[src/rtl/clfl_pkg.sv]
// Shared types and constants for the cursor list with free list.
// Used by clfl_step, cursor_list_free_list and the testbench; depends on nothing.
`timescale 1ns / 1ps

package clfl_pkg;

   // default sizes handed to the top-level parameters
   localparam int SLOTS_DEF        = 64;
   localparam int PAYLOAD_BITS_DEF = 32;

   // request opcodes
   localparam logic [2:0] OP_INIT     = 3'd0;
   localparam logic [2:0] OP_INS_HEAD = 3'd1;
   localparam logic [2:0] OP_INS_TAIL = 3'd2;
   localparam logic [2:0] OP_FREE     = 3'd3;
   localparam logic [2:0] OP_READ     = 3'd4;

   // response status codes
   localparam logic [1:0] ST_OK      = 2'd0;
   localparam logic [1:0] ST_FULL    = 2'd1;
   localparam logic [1:0] ST_BAD_IDX = 2'd2;

   // the 7-bit encoding of "no slot"
   localparam logic [6:0] SLOT_NONE7 = 7'h7F;

   // sequencer states
   typedef enum logic [2:0] {
      S_CLEAR,   // link sweep after reset, no request taken
      S_IDLE,    // ready for a request
      S_SWEEP,   // link sweep for an init request
      S_POP,     // take the free-list head, pick front or tail path
      S_WALK,    // follow links to the tail, one hop per cycle
      S_FIX,     // terminate the new tail node
      S_READ,    // capture node payload and link
      S_RESP     // hand the response to the output register
   } state_type;

   // control of the shared step counter
   typedef struct packed {
      logic clear;
      logic advance;
   } step_ctl_type;

endpackage

[src/rtl/clfl_ram.sv]
// Generic simple dual-port RAM: one write port, one registered read port.
// Depends on nothing.
`timescale 1ns / 1ps

module clfl_ram #(
   parameter int WIDTH = 8,
   parameter int DEPTH = 64
) (
   input  logic                     clock,
   input  logic                     wr_en,
   input  logic [$clog2(DEPTH)-1:0] wr_addr,
   input  logic [WIDTH-1:0]         wr_data,
   input  logic [$clog2(DEPTH)-1:0] rd_addr,
   output logic [WIDTH-1:0]         rd_data
);

   logic [WIDTH-1:0] mem_ff [DEPTH];
   logic [WIDTH-1:0] rd_data_ff;

   // write, and read the addressed word into the output register
   always_ff @(posedge clock) begin
      if (wr_en) begin
         mem_ff[wr_addr] <= wr_data;
      end
      rd_data_ff <= mem_ff[rd_addr];
   end

   assign rd_data = rd_data_ff;

endmodule

[src/rtl/clfl_step.sv]
// Shared step counter with incrementer and end-of-store compare.
// Serves both the link sweep and the tail-walk hop limit; uses clfl_pkg.
`timescale 1ns / 1ps

module clfl_step #(
   parameter int SLOTS = clfl_pkg::SLOTS_DEF
) (
   input  logic                     clock,
   input  logic                     reset,
   input  clfl_pkg::step_ctl_type   ctl,
   output logic [$clog2(SLOTS)-1:0] count,
   output logic [$clog2(SLOTS)-1:0] count_plus,
   output logic                     at_last
);

   localparam int CW = $clog2(SLOTS);

   logic [CW-1:0] count_ff;
   logic [CW-1:0] count_in;

   // clear, advance or hold
   always_comb begin
      count_plus = count_ff + 1'b1;
      at_last    = (count_ff == CW'(SLOTS - 1));
      priority if (ctl.clear) begin
         count_in = '0;
      end else if (ctl.advance) begin
         count_in = count_plus;
      end else begin
         count_in = count_ff;
      end
   end

   always_ff @(posedge clock) begin
      if (reset) begin
         count_ff <= '0;
      end else begin
         count_ff <= count_in;
      end
   end

   assign count = count_ff;

endmodule

[src/rtl/cursor_list_free_list.sv]
// Cursor-based linked list with a free list, over a fixed node store.
// Depends on clfl_pkg, clfl_ram (payload and link stores) and clfl_step.
// Usage:
//   req_* stream carries one request (init, insert at front, insert at tail,
//   free a slot, read a node); rsp_* stream returns exactly one response per
//   request. Requests are taken one at a time: req_tready is high only while
//   the sequencer is idle.
//   States a request passes from accept to rsp_tvalid, with the receiver ready:
//     free, invalid index, unknown opcode, store full: response
//     insert at front: pop, response; read: read, response
//     insert at tail: pop, walk (hops <= SLOTS-1), fix, response
//     init:           sweep, response; walk and sweep go one link per cycle
//   req_tready rises again together with rsp_tvalid. The walk and the sweep
//   share one step counter and the link store's single write port.
//   Reset: a clearing pass chains every slot into the free list; req_tready
//   stays low meanwhile. Payloads are not cleared.
//   Receiver stall: the response waits in the output register; the block
//   takes the next request but holds its response until the register frees.
`timescale 1ns / 1ps

module cursor_list_free_list #(
   parameter int SLOTS        = clfl_pkg::SLOTS_DEF,
   parameter int PAYLOAD_BITS = clfl_pkg::PAYLOAD_BITS_DEF
) (
   input  logic        clock,
   input  logic        reset,
   // request: opcode[2:0], payload[34:3], slot_index[41:35], zero[47:42]
   input  logic        req_tvalid,
   output logic        req_tready,
   input  logic [47:0] req_tdata,
   // response: status[1:0], slot[8:2], node_payload[40:9], next_link[47:41],
   //           head_now[54:48], zero[55]
   output logic        rsp_tvalid,
   input  logic        rsp_tready,
   output logic [55:0] rsp_tdata
);

   localparam int SW = $clog2(SLOTS);      // slot index bits
   localparam int LW = SW + 1;             // link: {none, index}
   localparam int IW = SW + 7;             // room for index and 7-bit fields
   localparam int PW = PAYLOAD_BITS + 32;  // room for payload resizing
   localparam logic [LW-1:0] LINK_NONE = {1'b1, {SW{1'b0}}};

   // request fields
   logic [2:0]              req_op;
   logic [31:0]             req_pay;
   logic [6:0]              req_idx;
   logic [IW-1:0]           idx_wide;
   logic                    idx_ok;
   logic [SW-1:0]           idx;
   logic [PW-1:0]           pay_wide;
   logic [PAYLOAD_BITS-1:0] pay_store;

   // state
   clfl_pkg::state_type state_ff, state_in;
   logic [LW-1:0] free_head_ff, free_head_in;
   logic [LW-1:0] list_head_ff, list_head_in;
   logic [SW-1:0] new_ff, new_in;
   logic [SW-1:0] tail_ff, tail_in;
   logic          at_tail_ff, at_tail_in;

   // pending result
   logic [1:0]  res_status_ff, res_status_in;
   logic [6:0]  res_slot_ff, res_slot_in;
   logic [31:0] res_pay_ff, res_pay_in;
   logic [6:0]  res_next_ff, res_next_in;

   // output register
   logic        rsp_tvalid_ff, rsp_tvalid_in;
   logic [1:0]  rsp_status_ff, rsp_status_in;
   logic [6:0]  rsp_slot_ff, rsp_slot_in;
   logic [31:0] rsp_pay_ff, rsp_pay_in;
   logic [6:0]  rsp_next_ff, rsp_next_in;
   logic [6:0]  rsp_head_ff, rsp_head_in;
   logic        out_free;

   // store ports
   logic                    link_we;
   logic [SW-1:0]           link_waddr;
   logic [LW-1:0]           link_wdata;
   logic [SW-1:0]           link_raddr;
   logic [LW-1:0]           link_rdata;
   logic                    pay_we;
   logic [PAYLOAD_BITS-1:0] pay_rdata;
   logic [PW-1:0]           pay_rd_wide;

   // step counter
   clfl_pkg::step_ctl_type step_ctl;
   logic [SW-1:0]          step_count;
   logic [SW-1:0]          step_plus;
   logic                   step_last;

   // map a link to the 7-bit slot field
   function automatic logic [6:0] to_slot7(input logic [LW-1:0] link);
      logic [IW-1:0] w;
      w = IW'(link[SW-1:0]);
      return link[LW-1] ? clfl_pkg::SLOT_NONE7 : w[6:0];
   endfunction

   // unpack and check the request
   assign req_op    = req_tdata[2:0];
   assign req_pay   = req_tdata[34:3];
   assign req_idx   = req_tdata[41:35];
   assign idx_wide  = IW'(req_idx[5:0]);
   assign idx_ok    = !req_idx[6] && (idx_wide < IW'(SLOTS));
   assign idx       = idx_wide[SW-1:0];
   assign pay_wide  = PW'(req_pay);
   assign pay_store = pay_wide[PAYLOAD_BITS-1:0];
   assign pay_rd_wide = PW'(pay_rdata);

   assign req_tready = (state_ff == clfl_pkg::S_IDLE);
   assign out_free   = !rsp_tvalid_ff || rsp_tready;

   // stores and the shared step counter
   clfl_ram #(.WIDTH(LW), .DEPTH(SLOTS)) u_link_ram (
      .clock   (clock),
      .wr_en   (link_we),
      .wr_addr (link_waddr),
      .wr_data (link_wdata),
      .rd_addr (link_raddr),
      .rd_data (link_rdata)
   );

   clfl_ram #(.WIDTH(PAYLOAD_BITS), .DEPTH(SLOTS)) u_pay_ram (
      .clock   (clock),
      .wr_en   (pay_we),
      .wr_addr (new_in),
      .wr_data (pay_store),
      .rd_addr (idx),
      .rd_data (pay_rdata)
   );

   clfl_step #(.SLOTS(SLOTS)) u_step (
      .clock      (clock),
      .reset      (reset),
      .ctl        (step_ctl),
      .count      (step_count),
      .count_plus (step_plus),
      .at_last    (step_last)
   );

   // sequencer: next state, store accesses, result
   always_comb begin
      state_in      = state_ff;
      free_head_in  = free_head_ff;
      list_head_in  = list_head_ff;
      new_in        = new_ff;
      tail_in       = tail_ff;
      at_tail_in    = at_tail_ff;
      res_status_in = res_status_ff;
      res_slot_in   = res_slot_ff;
      res_pay_in    = res_pay_ff;
      res_next_in   = res_next_ff;
      rsp_tvalid_in = rsp_tvalid_ff && !rsp_tready;
      rsp_status_in = rsp_status_ff;
      rsp_slot_in   = rsp_slot_ff;
      rsp_pay_in    = rsp_pay_ff;
      rsp_next_in   = rsp_next_ff;
      rsp_head_in   = rsp_head_ff;
      link_we       = 1'b0;
      link_waddr    = '0;
      link_wdata    = LINK_NONE;
      link_raddr    = '0;
      pay_we        = 1'b0;
      step_ctl      = '{clear: 1'b0, advance: 1'b0};

      unique case (state_ff)
         clfl_pkg::S_CLEAR, clfl_pkg::S_SWEEP: begin
            // chain slot i to i+1, last slot to none
            link_we          = 1'b1;
            link_waddr       = step_count;
            link_wdata       = step_last ? LINK_NONE : {1'b0, step_plus};
            step_ctl.advance = 1'b1;
            if (step_last) begin
               free_head_in = '0;
               list_head_in = LINK_NONE;
               state_in     = (state_ff == clfl_pkg::S_CLEAR) ?
                              clfl_pkg::S_IDLE : clfl_pkg::S_RESP;
            end
         end

         clfl_pkg::S_IDLE: begin
            if (req_tvalid) begin
               res_status_in = clfl_pkg::ST_OK;
               res_slot_in   = clfl_pkg::SLOT_NONE7;
               res_pay_in    = '0;
               res_next_in   = clfl_pkg::SLOT_NONE7;
               state_in      = clfl_pkg::S_RESP;
               unique case (req_op)
                  clfl_pkg::OP_INIT: begin
                     step_ctl.clear = 1'b1;
                     state_in       = clfl_pkg::S_SWEEP;
                  end
                  clfl_pkg::OP_INS_HEAD, clfl_pkg::OP_INS_TAIL: begin
                     if (free_head_ff[LW-1]) begin
                        res_status_in = clfl_pkg::ST_FULL;
                     end else begin
                        // pop the free head, store the payload there
                        new_in      = free_head_ff[SW-1:0];
                        at_tail_in  = (req_op == clfl_pkg::OP_INS_TAIL);
                        link_raddr  = free_head_ff[SW-1:0];
                        pay_we      = 1'b1;
                        res_slot_in = to_slot7(free_head_ff);
                        state_in    = clfl_pkg::S_POP;
                     end
                  end
                  clfl_pkg::OP_FREE: begin
                     if (idx_ok) begin
                        link_we      = 1'b1;
                        link_waddr   = idx;
                        link_wdata   = free_head_ff;
                        free_head_in = {1'b0, idx};
                        res_slot_in  = to_slot7({1'b0, idx});
                     end else begin
                        res_status_in = clfl_pkg::ST_BAD_IDX;
                     end
                  end
                  clfl_pkg::OP_READ: begin
                     if (idx_ok) begin
                        link_raddr  = idx;
                        res_slot_in = to_slot7({1'b0, idx});
                        state_in    = clfl_pkg::S_READ;
                     end else begin
                        res_status_in = clfl_pkg::ST_BAD_IDX;
                     end
                  end
                  default: begin
                     // unknown opcode: no change, plain response
                  end
               endcase
            end
         end

         clfl_pkg::S_POP: begin
            // link of the popped slot becomes the free head
            free_head_in = link_rdata;
            if (!at_tail_ff || list_head_ff[LW-1]) begin
               link_we      = 1'b1;
               link_waddr   = new_ff;
               link_wdata   = list_head_ff;
               list_head_in = {1'b0, new_ff};
               state_in     = clfl_pkg::S_RESP;
            end else begin
               link_raddr     = list_head_ff[SW-1:0];
               tail_in        = list_head_ff[SW-1:0];
               step_ctl.clear = 1'b1;
               state_in       = clfl_pkg::S_WALK;
            end
         end

         clfl_pkg::S_WALK: begin
            // follow one link per cycle until none or the hop limit
            if (!step_last && !link_rdata[LW-1]) begin
               tail_in          = link_rdata[SW-1:0];
               link_raddr       = link_rdata[SW-1:0];
               step_ctl.advance = 1'b1;
            end else begin
               link_we    = 1'b1;
               link_waddr = tail_ff;
               link_wdata = {1'b0, new_ff};
               state_in   = clfl_pkg::S_FIX;
            end
         end

         clfl_pkg::S_FIX: begin
            link_we    = 1'b1;
            link_waddr = new_ff;
            link_wdata = LINK_NONE;
            state_in   = clfl_pkg::S_RESP;
         end

         clfl_pkg::S_READ: begin
            res_pay_in  = pay_rd_wide[31:0];
            res_next_in = to_slot7(link_rdata);
            state_in    = clfl_pkg::S_RESP;
         end

         clfl_pkg::S_RESP: begin
            // load the output register once it is free
            if (out_free) begin
               rsp_tvalid_in = 1'b1;
               rsp_status_in = res_status_ff;
               rsp_slot_in   = res_slot_ff;
               rsp_pay_in    = res_pay_ff;
               rsp_next_in   = res_next_ff;
               rsp_head_in   = to_slot7(list_head_ff);
               state_in      = clfl_pkg::S_IDLE;
            end
         end

         default: begin
            state_in = clfl_pkg::S_IDLE;
         end
      endcase
   end

   // control registers
   always_ff @(posedge clock) begin
      if (reset) begin
         state_ff      <= clfl_pkg::S_CLEAR;
         free_head_ff  <= '0;
         list_head_ff  <= LINK_NONE;
         rsp_tvalid_ff <= 1'b0;
      end else begin
         state_ff      <= state_in;
         free_head_ff  <= free_head_in;
         list_head_ff  <= list_head_in;
         rsp_tvalid_ff <= rsp_tvalid_in;
      end
   end

   // payload registers
   always_ff @(posedge clock) begin
      new_ff        <= new_in;
      tail_ff       <= tail_in;
      at_tail_ff    <= at_tail_in;
      res_status_ff <= res_status_in;
      res_slot_ff   <= res_slot_in;
      res_pay_ff    <= res_pay_in;
      res_next_ff   <= res_next_in;
      rsp_status_ff <= rsp_status_in;
      rsp_slot_ff   <= rsp_slot_in;
      rsp_pay_ff    <= rsp_pay_in;
      rsp_next_ff   <= rsp_next_in;
      rsp_head_ff   <= rsp_head_in;
   end

   assign rsp_tvalid = rsp_tvalid_ff;
   assign rsp_tdata  = {1'b0, rsp_head_ff, rsp_next_ff, rsp_pay_ff, rsp_slot_ff,
                        rsp_status_ff};

   // no request is taken during the clearing pass
   a_no_req_in_clear: assert property (@(posedge clock) disable iff (reset)
      (state_ff == clfl_pkg::S_CLEAR) |-> !req_tready)
      else $error("request ready during clearing pass");

   // a new response comes only out of the response state
   a_rsp_from_resp: assert property (@(posedge clock) disable iff (reset)
      $rose(rsp_tvalid_ff) |-> $past(state_ff == clfl_pkg::S_RESP))
      else $error("response raised outside the response state");

   // links met on the walk stay inside the store
   a_walk_in_range: assert property (@(posedge clock) disable iff (reset)
      (state_ff == clfl_pkg::S_WALK && !link_rdata[LW-1]) |->
      (IW'(link_rdata[SW-1:0]) < IW'(SLOTS)))
      else $error("walk reached a link outside the store");

endmodule

[config.mk]
export PLATFORM = sky130hd
export DESIGN_NAME = cursor_list_free_list
export DESIGN_NICKNAME = d
export VERILOG_FILES = /design/src/rtl/clfl_pkg.sv /design/src/rtl/clfl_ram.sv /design/src/rtl/clfl_step.sv /design/src/rtl/cursor_list_free_list.sv
export SDC_FILE = /design/constraint.sdc
export NUM_CORES = 2
export LEC_CHECK = 0
export BUFFER_PORTS_ARGS = -buffer_cell sky130_fd_sc_hd__buf_2
export CAP_MARGIN = 20
export CORE_MARGIN = 4
export CORE_UTILIZATION = 25
export CTS_CLUSTER_SIZE = 16
export DETAILED_ROUTE_END_ITERATION = 6
export HOLD_SLACK_MARGIN = 0.02
export SETUP_SLACK_MARGIN = 0.1
export SYNTH_ARGS = -nofsm -noshare
export SYNTH_HDL_FRONTEND = slang
export SYNTH_HIERARCHICAL = 1
export SYNTH_SLANG_ARGS = --single-unit
[constraint.sdc]
create_clock -name clock -period 6.8 [get_ports clock]
set_input_delay 1.02 -clock clock [delete_from_list [all_inputs] [get_ports clock]]
set_output_delay 1.02 -clock clock [all_outputs]
set_load 0.02 [all_outputs]
; ---- Yosys cells after proc, flatten, opt, wreduce, memory -nomap -nowiden
; Memory sizes are Yosys's and may differ from the RTL's. A register that Yosys moved wholly into a read port is not among the register bits.
; Cells that the tools add are included.
[totals]
regBits = 140
latchBits = 0
ram_bits = 2496
romBits = 0
out_inout_bits = 58
n_memories = 2
[memory_table]
columns = memory, words, width, rd, rd_clocked_by_memory_dff, wr, line
row1 = u_pay_ram.mem_ff, 64, 32, 1, 1, 1, clfl_ram.sv:17  ; logic [WIDTH-1:0] mem_ff [DEPTH];
row2 = u_link_ram.mem_ff, 64, 7, 1, 1, 1, clfl_ram.sv:17
[op_classes]
addsub = 1
multipliers = 0
div_mod_pow = 0
magnitude_cmp = 1
eq_ne = 21
shift = 0
muxes = 78
bitwise = 1
n_reduce_logical = 31
[ops]
columns = cell, n
row1 = two-way mux 7 bit, 17
row2 = two-way mux 6 bit, 15
row3 = one-hot mux 32 bit (2 select lines), 1
row4 = one-hot mux 7 bit (2 select lines), 3
row5 = two-way mux 32 bit, 1
row6 = one-hot mux 6 bit (5 select lines), 1
row7 = one-hot mux 7 bit (4 select lines), 1
row8 = one-hot mux 6 bit (2 select lines), 2
row9 = two-way mux 1 bit, 21
row10 = one-hot mux 7 bit (3 select lines), 1
row11 = two-way mux 3 bit, 6
row12 = one-hot mux 3 bit (6 select lines), 1
row13 = one-hot mux 6 bit (3 select lines), 1
row14 = "equality test 3 bit, second input constant", 5
row15 = "inequality test 2 bit, second input constant", 7
row16 = "equality test 3 x 2 -> 1 bit, second input constant", 4
row17 = OR reduction 2 bit, 5
row18 = one-hot mux 3 bit (3 select lines), 1
row19 = AND reduction 4 bit, 2
row20 = "less-than comparator 6 x 7 -> 1 bit, second input constant", 1
row21 = "adder 6 x 1 -> 6 bit, second input constant", 1
row22 = "equality test 3 x 1 -> 1 bit, second input constant", 2
row23 = "equality test 6 bit, second input constant", 1
row24 = logical NOT 1 bit, 6
row25 = other kinds (15), 27

; ---- Longest topological paths before layout
[logic_depth]
ltp_word = 8
depth_mapped = 15
ltp_nobuf = 11

; ---- Cells and area by module
; The synthesis kept the hierarchy.
[by_module_without_submodules]
columns = module, instances, cells_each, area_per_inst_um2, seq_area_each_um2
row1 = clfl_ram at u_pay_ram, 1, 3324, 78515.3, 62139.6
row2 = clfl_ram at u_link_ram, 1, 837, 17673.2, 13593.0
row3 = cursor_list_free_list, 1, 396, 5607.9, 3783.6
row4 = clfl_step, 1, 37, 314.1, 120.1

; ---- Worst setup path before layout
; Ideal clock, no wire load.
[synth_timing]
kind = input to register
start = input port req_tdata[0]
end = memory u_pay_ram/mem_ff[49][0] in the netlist's numbering, enable pin
arrival_time_ps = 4745
t_required_ps = 6339
slack_ps = 1594
cell_stages = 9
n_path_buf = 3
path_cell_list = buf_4 -> xnor2_1 -> nor4_2 -> buf_2 -> nand2_1 -> o21ai_0 -> clkbuf_1 -> nand4_1 -> nor3_1
[synth_rtl]
columns = item, line
row1 = start: declaration, cursor_list_free_list.sv:30  ; input logic [47:0] req_tdata,
row2 = equality test 3 x 2 -> 1 bit / equality test 3 x 1 -> 1 bit (equally long branches), cursor_list_free_list.sv:189  ; unique case (req_op)
row3 = OR reduction 2 bit (*), cursor_list_free_list.sv:189
row4 = two-way mux 6 bit (*), cursor_list_free_list.sv:189
row5 = two-way mux 6 bit (*), cursor_list_free_list.sv:183  ; if (req_tvalid) begin
row6 = two-way mux 6 bit (*), cursor_list_free_list.sv:167  ; unique case (state_ff)
row7 = named net new_in[4], cursor_list_free_list.sv:58  ; logic [SW-1:0] new_ff, new_in;
row8 = end: declaration, clfl_ram.sv:17
; The timed path passes the listed nets; every way through them passes the cells marked *.

; ---- Worst setup path after layout
[layout_timing]
start = register state_ff[0]
end = memory u_pay_ram/mem_ff[45][14] in the netlist's numbering, enable pin
[layout_rtl]
columns = item, line
row1 = start: declaration, cursor_list_free_list.sv:55  ; clfl_pkg::state_type state_ff, state_in;
row2 = start signal: assignment, cursor_list_free_list.sv:300  ; state_ff <= clfl_pkg::S_CLEAR;
row3 = start signal: assignment, cursor_list_free_list.sv:305  ; state_ff <= state_in;
row4 = equality test 3 x 1 -> 1 bit, cursor_list_free_list.sv:167
row5 = two-way mux 6 bit, cursor_list_free_list.sv:167
row6 = named net new_in[2], cursor_list_free_list.sv:58
; The timed path passes the listed nets, and every way through them passes these cells.

==> key figures <==
Clock tree
  – Post_cts resized: 0
  – Setup bufs post-CTS: 0
  – Root Buffer Master: clkbuf_16
  – Hold_buf cts: 0
  – CTS H-tree depth: 4
  – Clk_lat worst skew: ~0.9 ns
  – TritonCTS Sinks: ~2700
  – Clock Path Buffers: 4
  – Clk slew on worst S/H paths: roughly 0.06 ns
  – CTS buffer count: around 250
  – CTS tree: yes

Worst setup path
  – Slowest-stage cell, CP: dfxtp_1
  – Reg2Reg Setup Slack: around 1.7 ns
  – Crit path launch type: flip-flop
  – Cell chain of the critical path: nand4bb_1 -> buf_4 -> nor4_2 -> buf_4 -> nand2_1 -> o21ai_1 -> buf_4 -> nor2b_1 -> nand3_1 -> buf_8 -> nor2_4 -> buf_4
  – Setup crit end kind: flip-flop
  – CP most frequent cell: buf_4
  – Worst setup path class: reg2reg
  – Crit path DAT: 5.57 ns
  – Critical Path RT: roughly 7.3 ns
  – Critical path buffers and inverters: 5
  – Critical path's top delay family: simple AND/OR/NAND/NOR gates
  – Critical Path Fanout Max: 23
  – Crit path largest cell delay: about 0.89 ns

Yosys
  – Syn Nets: 4647
  – Mux contribution to synthesized area: 0.157
  – EDFF count, synth: 2606
  – Post-synth top area share: 0.766
  – Dominant synthesized flop cell: edfxtp_1
  – Ys async rst share: 0
  – Xor/xnor share of the synthesized area: 0.000858
  – Area contributors post-synth: edfxtp_1 (77%), mux4_2 (14%), dfxtp_1 (1.4%)
  – Mapped Cells: 4594
  – Largest family of logic cells by synthesized area: multiplexers
  – Number of synthesized register bits: ~2700
  – Sequential fraction of the synthesis area: 0.780
  – Mapped Avg Cell Area: 22.2 sq um
  – Cell taking the most area after synthesis: edfxtp_1
  – Simple-Gate Fraction of Synth Area: 0.0247
  – Mapped Area: between 0.1 and 0.15 sq mm
  – Yosys warns: 6
  – Post-Synth Adder-Cell Area: 0.000221
  – Distinct cells, synth: between 70 and 80
  – Post-synthesis compound-gate area fraction: 0.0245

Global routing
  – GRT Overall Usage: 0.125
  – Largest net degree at the start of global routing: roughly 100
  – Vias in the first global route: 49300
  – Initial antenna violation count: 36
  – First-pass GRT wire length: around 380 mm
  – Gr ovfl total: 0

Cells and area
  – Fin nets: 4927
  – Multi-input logic area: roughly 0.022 sq mm
  – Most frequent cells in the layout: edfxtp_1 (2606), mux4_2 (656), clkbuf_16 (252), nor2_1 (183), buf_4 (161)
  – Non-Filler Instances: ~11000
  – Layout cells sized above 1: 0.281
  – Area Growth Syn to Fin: 16.1%
  – Fillcell total: around 39000
  – Commonest non-fill, non-tap cell in the layout: edfxtp_1
  – Fin util: 0.291
  – Register area: about 0.080 sq mm

Timing
  – Worst-Margin Slew: around 1.2 ns
  – Pins over their slew limit: 0
  – Fin. Hold Viols: 0
  – Worst hold margin: 0.417 ns
  – Setup Viol. Count Final: 0
  – Slew headroom: 0.212
  – Crit share post-route: 0.744
  – Max Clk Rate: between 150 and 200 MHz
  – Post-route minimum period: a little over 5 ns
  – RSZ-0062 raised after global routing: false
  – TNS Setup: 0 ns
  – Final worst clock skew: 0.121 ns

Floorplanning
  – Die area: about 0.42 sq mm
  – Die Y-Extent: between 600 and 700 um
  – Core Box Area: ~0.41 sq mm
  – Die X: ~650 um
  – Initial Util: 0.251
  – Std cell rows: 234
  – I/O pin cnt: between 100 and 150

Power and ir drop
  – Pwr dens: 292 mW/mm^2
  – Sequential share of power: 0.535
  – Leakage: about 36 nW
  – Gate power share: 0.060
  – Worst vdd ir: around 0.00023 V
  – Final total power: about 35 mW
  – Net Sw Power: 7.60 mW
  – Clock share of power: 0.406
  – Sw Ratio: 0.220
  – Int Pwr: about 27 mW

Drt
  – Vias after detailed routing: 49200
  – Antenna Nets Post-Route: 0
  – Final wirelength: roughly 270 mm
  – DR WL/cell: ~26 um
  – Number of remaining DRC errors: 0
  – DR vias/cell: ~4.7
  – First-pass DRT Iterations: 7
  – Initial DRC count: ~6400

Place
  – HPWL after DPL: around 160 mm
  – Placed cells: about 10000
  – GP Congestion: about 0.8
  – Port buffer count: just over 100

Flow run
  – Max-cap violations: 0

Outcome
  – Status: finished clean

Hold path
  – Path type of the worst min-delay path: reg2reg
==> layout make-up <==
cell class	instances	share of cell area
multi-input combinational	1651	0.183
timing repair buffer	288	0.0190
clock buffer	302	0.0551
clock inverter	147	0.0132
sequential	2675	0.672
tap	5428	0.0573
antenna	7	0.000148
inverter	11	0.000348
==> metal layers <==
metal	GRT usage	part of all wire
met4	0.0330	0.028
met3	0.0268	0.085
met2	0.206	0.49
met1	0.167	0.40
met5	0	0.00060
==> worst register-to-register path, stage by stage, from the launching register on <==
cell and delay (ns):
dfxtp_1 0.89, nand4bb_1 0.17, buf_4 0.23, nor4_2 0.14, buf_4 0.21, nand2_1 0.13
o21ai_1 0.33, buf_4 0.27, nor2b_1 0.21, nand3_1 0.52, buf_8 0.39, nor2_4 0.78
buf_4 0.39
==> cells in the mapped netlist, types with 16 or more instances <==
library cell  count
edfxtp_1       2606
mux4_2          656
nor2_1          246
mux2i_1         114
clkbuf_1        107
o22ai_1         102
buf_2            81
a21oi_1          70
dfxtp_1          69
nand2_1          56
and2_1           37
o221ai_1         32
a22oi_1          31
buf_4            31
buf_1            23
nor2b_1          19
nor3_1           19
nand2b_1         17
o21ai_0          17
or3_1            16
==> power by group through the flow <==
stage / clock, mW / sequential (mW) / combinational [mW]
after floorplan: 0 / 18.8 / 1.06
after global placement: 0 / 18.8 / 2.00
after detailed placement: 0 / 18.8 / 2.05
after CTS: 14.3 / 18.5 / 2.06
after global routing: 15.0 / 18.5 / 2.17
final: 14.0 / 18.5 / 2.06
==> cells by family (layout without fill, tap and decap cells) <==
kind of cell	Yosys count	after routing
buf+inv	268	748
other cells	1	8
compound gates	352	352
fa+ha+maj	2	2
xor+xnor	10	10
simple gates	508	508
flops	2675	2675
mux	778	778
==> registers in the layout, summed over array words and instances (netlist names), 6 cells and up <==
name	flops
rsp_next_ff	7
rsp_pay_ff	32
u_pay_ram/rd_data	32
res_pay_ff	32
new_ff	6
tail_ff	6
list_head_ff	7
u_step/count	6
res_next_ff	7
u_link_ram/mem_ff	448
u_pay_ram/mem_ff	2048
rsp_slot_ff	7
rsp_head_ff	7
u_link_ram/rd_data	7
free_head_ff	7
res_slot_ff	7
==> worst paths after layout <==
kind / from / to / cells past startpoint
worst max-delay path: state_ff[0] / u_pay_ram/mem_ff[45][14] / 12
worst min-delay path: res_pay_ff[9] / rsp_pay_ff[9] / 0
worst max register to register: state_ff[0] / u_pay_ram/mem_ff[45][14] / 12
worst min register to register: res_pay_ff[9] / rsp_pay_ff[9] / 0
==> metrics by stage <==
stage,instance area [sq um],setup slack (ns)
final,119000,1.74
after global routing,119000,1.48
after CTS,118000,1.42
after detailed placement,110000,1.24
after global placement,110000,1.22
after floorplan,102000,1.59
Power figures use the tool's default switching activity.
